File: config.mk
export PLATFORM = sky130hd
export DESIGN_NAME = sat_seq
export DESIGN_NICKNAME = d
export VERILOG_FILES = /design/src/design/sat_pkg.sv /design/src/design/sat_seq.sv
export SDC_FILE = /design/constraint.sdc
export NUM_CORES = 1
export LEC_CHECK = 0
export ABC_AREA = 1
export BUFFER_PORTS_ARGS = -buffer_cell sky130_fd_sc_hd__buf_2
export CAP_MARGIN = 20
export CORE_MARGIN = 5
export CORE_UTILIZATION = 25
export CTS_CLUSTER_DIAMETER = 100
export DETAILED_ROUTE_END_ITERATION = 8
export GPL_TIMING_DRIVEN = 1
export SLEW_MARGIN = 10
export SYNTH_ARGS = -nofsm -noshare
export SYNTH_HDL_FRONTEND = slang
export SYNTH_SLANG_ARGS = --single-unit
File: constraint.sdc
create_clock -name clk -period 6.8 [get_ports clk]
set_input_delay 1.36 -clock clk [delete_from_list [all_inputs] [get_ports clk]]
set_output_delay 1.36 -clock clk [all_outputs]
set_load 0.005 [all_outputs]
File: src/design/sat_pkg.sv
// Package for the sector allocation table: request codes, result word constants,
// the sequencer state type and the result record.
// It depends on nothing; every other design file refers to it by scoped names.
package sat_pkg;

    localparam int WORD_W   = 32;
    localparam int SECTOR_W = 12;
    localparam int COUNT_W  = 6;
    localparam int CFG_W    = 13;
    localparam int REQ_W    = 2;

    // The reserved sector count is the sector total divided by 128.
    localparam int RESV_SHIFT = 7;

    localparam logic [CFG_W-1:0] TOTAL_RESET = 13'd4096;

    localparam logic [REQ_W-1:0] REQ_QUERY  = 2'd0;
    localparam logic [REQ_W-1:0] REQ_UPDATE = 2'd1;
    localparam logic [REQ_W-1:0] REQ_FIND   = 2'd2;

    localparam logic signed [WORD_W-1:0] WORD_RESERVED = 32'sd2;
    localparam logic signed [WORD_W-1:0] WORD_INVALID  = 32'sd3;

    typedef enum logic [2:0] {
        ST_CLEAR,
        ST_IDLE,
        ST_EXEC,
        ST_QWAIT,
        ST_SCAN,
        ST_SCHK
    } sat_state_t;

    typedef struct packed {
        logic signed [WORD_W-1:0] status_word;
        logic [SECTOR_W-1:0]      found_sector;
        logic                     ok;
        logic                     last;
    } sat_result_t;

endpackage

File: src/design/sat_seq.sv
// Sequencer of the sector allocation table: clearing pass, query, update and the
// free sector scan, all through the write and read ports of the status table.
// It depends on sat_pkg and drives the ports of sat_mem.
module sat_seq #(
    parameter int MAX_SECTORS = 4096,
    parameter int MAX_REQUEST = 32,
    parameter int ADDR_W      = 12,
    parameter int TW          = 13
) (
    input  logic                                clk,
    input  logic                                rst_n,
    input  logic [sat_pkg::CFG_W-1:0]           total_cfg,
    input  logic                                in_valid,
    output logic                                in_stall,
    input  logic [sat_pkg::REQ_W-1:0]           req_type,
    input  logic [sat_pkg::SECTOR_W-1:0]        sector,
    input  logic signed [sat_pkg::WORD_W-1:0]   new_value,
    input  logic [sat_pkg::COUNT_W-1:0]         wanted,
    input  logic                                out_free,
    output logic                                emit,
    output sat_pkg::sat_result_t                result,
    output logic                                mem_we,
    output logic [ADDR_W-1:0]                   mem_waddr,
    output logic [sat_pkg::WORD_W-1:0]          mem_wdata,
    output logic                                mem_rd_en,
    output logic [ADDR_W-1:0]                   mem_raddr,
    input  logic [sat_pkg::WORD_W-1:0]          mem_rdata
);

    localparam logic [TW-1:0]                   MAX_T   = TW'(MAX_SECTORS);
    localparam logic [ADDR_W-1:0]               CLR_END = ADDR_W'(MAX_SECTORS - 1);
    localparam logic [sat_pkg::COUNT_W-1:0]     REQ_MAX = sat_pkg::COUNT_W'(MAX_REQUEST);

    sat_pkg::sat_state_t state_reg, state_next;

    logic [sat_pkg::REQ_W-1:0]          req_reg;
    logic [TW-1:0]                      sector_reg;
    logic [sat_pkg::WORD_W-1:0]         value_reg;
    logic [sat_pkg::COUNT_W-1:0]        wanted_reg;
    logic [TW-1:0]                      off_reg, off_next;
    logic [sat_pkg::COUNT_W-1:0]        cnt_reg, cnt_next;
    logic [ADDR_W-1:0]                  clr_reg, clr_next;

    logic [TW-1:0]                      total_eff;
    logic [TW-1:0]                      resv;
    logic [TW-1:0]                      data_idx;
    logic [TW-1:0]                      scan_sector;
    logic                               in_resv;
    logic                               out_rng;
    logic                               data_ok;
    logic                               scan_end;
    logic                               bad_want;
    logic                               entry_free;
    logic [sat_pkg::COUNT_W-1:0]        cnt_inc;
    logic                               hit_last;
    logic                               accept;

    assign total_eff   = (TW'(total_cfg) > MAX_T) ? MAX_T : TW'(total_cfg);
    assign resv        = total_eff >> sat_pkg::RESV_SHIFT;
    assign in_resv     = sector_reg < resv;
    assign out_rng     = sector_reg >= total_eff;
    assign data_ok     = !in_resv && !out_rng;
    assign data_idx    = sector_reg - resv;
    assign scan_sector = resv + off_reg;
    assign scan_end    = scan_sector >= total_eff;
    assign bad_want    = (wanted_reg == '0) || (wanted_reg > REQ_MAX);
    assign entry_free  = mem_rdata == '0;
    assign cnt_inc     = cnt_reg + 1'b1;
    assign hit_last    = cnt_inc == wanted_reg;
    assign accept      = in_valid && !in_stall;

    always_ff @(posedge clk or negedge rst_n)
    begin
        if (!rst_n)
        begin
            state_reg <= sat_pkg::ST_CLEAR;
            off_reg   <= '0;
            cnt_reg   <= '0;
            clr_reg   <= '0;
        end
        else
        begin
            state_reg <= state_next;
            off_reg   <= off_next;
            cnt_reg   <= cnt_next;
            clr_reg   <= clr_next;
        end
    end

    always_ff @(posedge clk)
    begin
        if (accept)
        begin
            req_reg    <= req_type;
            sector_reg <= TW'(sector);
            value_reg  <= new_value;
            wanted_reg <= wanted;
        end
    end

    always_comb
    begin
        state_next = state_reg;
        case (state_reg)
            sat_pkg::ST_CLEAR:
            begin
                if (clr_reg == CLR_END)
                begin
                    state_next = sat_pkg::ST_IDLE;
                end
            end
            sat_pkg::ST_IDLE:
            begin
                if (in_valid)
                begin
                    state_next = sat_pkg::ST_EXEC;
                end
            end
            sat_pkg::ST_EXEC:
            begin
                if (req_reg == sat_pkg::REQ_QUERY && data_ok)
                begin
                    state_next = sat_pkg::ST_QWAIT;
                end
                else if (req_reg == sat_pkg::REQ_FIND && !bad_want)
                begin
                    state_next = sat_pkg::ST_SCAN;
                end
                else if (out_free)
                begin
                    state_next = sat_pkg::ST_IDLE;
                end
            end
            sat_pkg::ST_QWAIT:
            begin
                if (out_free)
                begin
                    state_next = sat_pkg::ST_IDLE;
                end
            end
            sat_pkg::ST_SCAN:
            begin
                if (!scan_end)
                begin
                    state_next = sat_pkg::ST_SCHK;
                end
                else if (out_free)
                begin
                    state_next = sat_pkg::ST_IDLE;
                end
            end
            sat_pkg::ST_SCHK:
            begin
                if (!entry_free)
                begin
                    state_next = sat_pkg::ST_SCAN;
                end
                else if (out_free)
                begin
                    state_next = hit_last ? sat_pkg::ST_IDLE : sat_pkg::ST_SCAN;
                end
            end
            default:
            begin
                state_next = sat_pkg::ST_IDLE;
            end
        endcase
    end

    always_comb
    begin
        in_stall  = 1'b1;
        emit      = 1'b0;
        result    = '0;
        mem_we    = 1'b0;
        mem_waddr = clr_reg;
        mem_wdata = '0;
        mem_rd_en = 1'b0;
        mem_raddr = off_reg[ADDR_W-1:0];
        case (state_reg)
            sat_pkg::ST_CLEAR:
            begin
                mem_we = 1'b1;
            end
            sat_pkg::ST_IDLE:
            begin
                in_stall = 1'b0;
            end
            sat_pkg::ST_EXEC:
            begin
                result.last = 1'b1;
                case (req_reg)
                    sat_pkg::REQ_QUERY:
                    begin
                        if (data_ok)
                        begin
                            mem_rd_en = 1'b1;
                            mem_raddr = data_idx[ADDR_W-1:0];
                        end
                        else
                        begin
                            emit               = out_free;
                            result.ok          = 1'b1;
                            result.status_word = in_resv ? sat_pkg::WORD_RESERVED
                                                         : sat_pkg::WORD_INVALID;
                        end
                    end
                    sat_pkg::REQ_UPDATE:
                    begin
                        emit      = out_free;
                        result.ok = data_ok;
                        mem_we    = out_free && data_ok;
                        mem_waddr = data_idx[ADDR_W-1:0];
                        mem_wdata = value_reg;
                    end
                    sat_pkg::REQ_FIND:
                    begin
                        emit = out_free && bad_want;
                    end
                    default:
                    begin
                        emit = out_free;
                    end
                endcase
            end
            sat_pkg::ST_QWAIT:
            begin
                emit               = out_free;
                result.status_word = mem_rdata;
                result.ok          = 1'b1;
                result.last        = 1'b1;
            end
            sat_pkg::ST_SCAN:
            begin
                if (scan_end)
                begin
                    emit        = out_free;
                    result.last = 1'b1;
                end
                else
                begin
                    mem_rd_en = 1'b1;
                end
            end
            sat_pkg::ST_SCHK:
            begin
                emit                = out_free && entry_free;
                result.found_sector = scan_sector[sat_pkg::SECTOR_W-1:0];
                result.ok           = 1'b1;
                result.last         = hit_last;
            end
            default:
            begin
                in_stall = 1'b1;
            end
        endcase
    end

    always_comb
    begin
        off_next = off_reg;
        cnt_next = cnt_reg;
        clr_next = clr_reg;
        if (state_reg == sat_pkg::ST_CLEAR)
        begin
            clr_next = clr_reg + 1'b1;
        end
        if (accept)
        begin
            off_next = '0;
            cnt_next = '0;
        end
        if (state_reg == sat_pkg::ST_SCHK)
        begin
            if (!entry_free)
            begin
                off_next = off_reg + 1'b1;
            end
            else if (out_free)
            begin
                off_next = off_reg + 1'b1;
                cnt_next = cnt_inc;
            end
        end
    end

    a_emit_when_free: assert property (@(posedge clk) disable iff (!rst_n)
        emit |-> out_free)
        else $error("result issued while the output register is occupied");

    a_count_below_wanted: assert property (@(posedge clk) disable iff (!rst_n)
        (state_reg == sat_pkg::ST_SCAN || state_reg == sat_pkg::ST_SCHK)
            |-> cnt_reg < wanted_reg)
        else $error("scan continued after the requested count was met");

    a_write_in_range: assert property (@(posedge clk) disable iff (!rst_n)
        (mem_we && state_reg != sat_pkg::ST_CLEAR)
            |-> (data_ok && req_reg == sat_pkg::REQ_UPDATE))
        else $error("table written outside a valid update");

    a_check_after_read: assert property (@(posedge clk) disable iff (!rst_n)
        (state_reg == sat_pkg::ST_SCHK)
            |-> ($past(state_reg) == sat_pkg::ST_SCAN
                 || $past(state_reg) == sat_pkg::ST_SCHK))
        else $error("entry checked without a preceding table read");

endmodule

==> metrics.txt <==
adder-cell share of the synthesized area=0.0858; Slew headroom=0.339; Slew Viols, Final=0; register bit count reported by yosys=86; critical path's slowest cell=fa_1; post-synthesis cell count=862; final wirelength=roughly 20000 um; CTS Buf Count=9; largest family of logic cells by synthesized area=simple AND/OR/NAND/NOR gates; Root Driver=clkbuf_16; Sum Neg Setup Slack=0 ns; Via Count=6247; CP Class=in2out; Worst-path clk slew=0.07 ns; Comb pwr share=0.250; clock sink count=86; global-route wire length before repair=32000 um; Post-synth EDFFs=52; Ys Warns=0; Layout Cells excl Fill=1407; crit-path max cell delay=between 0.3 and 0.4 ns; first drt pass iteration count=5; Main synth FF type=edfxtp_1; Clk pwr share=0.313; io pins=207; Hold Path Class=reg2reg; peak supply drop=141 uV; Worst setup SP type=input pin; CP endpoint kind=primary output; worst slew pin tran=0.990 ns; status=completed; Netlist Area Pre-Place=around 6300 um^2; Rows=58; total track usage=0.140; Placed Cells=1389; minimum clock period=6.45 ns; y dimension of the die=169 um; most frequent cells in the layout=218 x nand2_1, 206 x buf_2, 134 x nor2_1, 132 x inv_1, 63 x nand3_1; Final ANT Viol Nets=0; ANT cells=0; Worst Path Max Fanout=4; Leak=4.22 nW; Top cell by count, worst path=nand2_1; period utilization=0.948; core area=25000 um^2; max reg flops=32; XOR/XNOR share of the synthesized area=0.0361; hpwl dp=16400 um; vias in the first global route=6158; Hold Fails Final Rpt=0; Layout area overhead=28.4%; starting density of the core=0.252; worst-skew pair later-pin latency=around 0.35 ns; TritonCTS clock tree=done; MaxCap Viol Count=0; share of flip-flops with an asynchronous set or reset=0.395; total gr overflow=0; initial antenna violation count=1; drt via density=approximately 4.4; CTS H-tree depth=3; Die Wd=169 um; synthesized area per cell=7.31 um^2; DR WL/cell=between 10 and 15 um; Clock Skews=a little over 0.006 ns; final net count=1215; residual DRC count=0; Int Pwr=slightly above 1 mW; Longest Clk Path Bufs=2; Final Setup Violations=0; drt initial violations=407; Compound-Gate Fraction of Synth Area=0.0757; sequential area share after synthesis=0.383; Simple-Gate Fraction of Synth Area=0.323; Worst EP arrival=5.09 ns; mux cell area share after synthesis=0.00159; commonest non-fill, non-tap cell in the layout=nand2_1; power density over the cells=191 nW/um^2; pin count of the biggest net entering global routing=55; routability cong.=0.916; Total Die Area=~28000 um^2; share of cells above drive strength 1=0.251; Sw Ratio=0.341; Net Sw Power=about 530 uW; Fmax=155 MHz; Synth Net Count=1005; Distinct cells, synth=47; CP Data Required Time=5.44 ns; port bufs=206; Reg power frac=0.437
## worst max-delay path, delay by kind of cell
| family | cells | cell delay [ns] |
|---|---|---|
| AO/OA/AOI/OAI | 3 | 0.28 |
| XOR/XNOR | 1 | 0.18 |
| adder cells (fa/ha/maj) | 3 | 0.80 |
| buffers and inverters | 5 | 0.48 |
| AND/OR/NAND/NOR | 17 | 1.98 |
## power by group through the flow
stage               logic (mW)  clock network, mW  registers [mW]
finish                   0.386              0.484           0.676
global route             0.441              0.521           0.682
CTS                      0.389              0.501           0.675
detailed placement       0.385                  0           0.685
global placement         0.381                  0           0.684
floorplan                0.241                  0           0.673
## per-stage QoR
step / cell area [um^2] / hold WS, ns / util / total power [mW] / setup WS [ns]
after floorplan: 6300 / 0.442 / - / 0.914 / 0.959
after detailed placement: 7700 / 0.459 / 0.309 / 1.07 / -0.0680
after CTS: 7990 / 0.470 / 0.320 / 1.57 / 0.0846
final: 8090 / 0.467 / 0.324 / 1.55 / 0.352
after global placement: 7700 / 0.458 / 0.309 / 1.07 / 0.110
after global routing: 8090 / 0.484 / 0.324 / 1.64 / -0.0541
## kinds of logic (layout without fill, tap and decap cells)
group           count (synthesis)  after routing
compound gates                 84             84
flops                          86             86
fa+ha+maj                      42             42
mux                             1              1
simple gates                  469            469
xor+xnor                       26             26
buf+inv                       154            369
## timing repair
item	in CTS	in global routing
setup buffers	0	2
hold buffers	0	0
endpoints found under the setup margin	1	3
pin swaps	0	7
resized for setup	1	15
## path summary, 6_finish.rpt
check	start	depth (start not counted)	endpoint	slack, ns
worst max-delay path	total_cfg[4]	29	emit	0.35
worst min-delay path	clr_reg[10]	1	clr_reg[10]	0.47
worst max register to register	off_reg[0]	21	state_reg[0]	3.51
worst min register to register	clr_reg[10]	1	clr_reg[10]	0.47
max in group asynchronous	rst_n	1	clr_reg[6]	5.12
min in group asynchronous	rst_n	1	off_reg[0]	1.13
## cells in the mapped netlist (all sizes together), types with 2 or more instances
cell      n  area, um^2
a21oi    34         170
a31oi     2        27.5
and2      2        12.5
buf       5        38.8
clkbuf    8        30.0
clkinv    2        7.51
dfrtp    34         851
edfxtp   52        1560
fa        2        40.0
ha       40         500
inv     139         524
nand2   222         838
nand3    68         350
nand3b    2        15.0
nand4    12        90.1
nor2    140         571
nor3     15        90.1
nor4      6        50.0
o21ai    40         219
o22ai     2        12.5
or2       2        15.0
xnor2     3        26.3
xor2     23         201
## routing by layer
| metal | vias to the layer above | share of wire | track usage |
|---|---|---|---|
| met5 | - | 0.00054 | 0 |
| met4 | 2 | 0.026 | 0.0406 |
| met3 | 31 | 0.084 | 0.0439 |
| met1 | 2800 | 0.44 | 0.182 |
| li1 | 3181 | - | - |
| met2 | 233 | 0.45 | 0.224 |
## area by class of cell
| type | instances | area, um^2 |
|---|---|---|
| Multi-Input combinational cell | 622 | 3370 |
| Sequential cell | 86 | 2410 |
| Timing Repair Buffer | 212 | 1080 |
| Clock inverter | 7 | 56.3 |
| Clock buffer | 9 | 225 |
| Inverter | 141 | 532 |
| Fill cell | 2754 | 16900 |
| Tap cell | 330 | 413 |
Power figures use the tool's default switching activity.
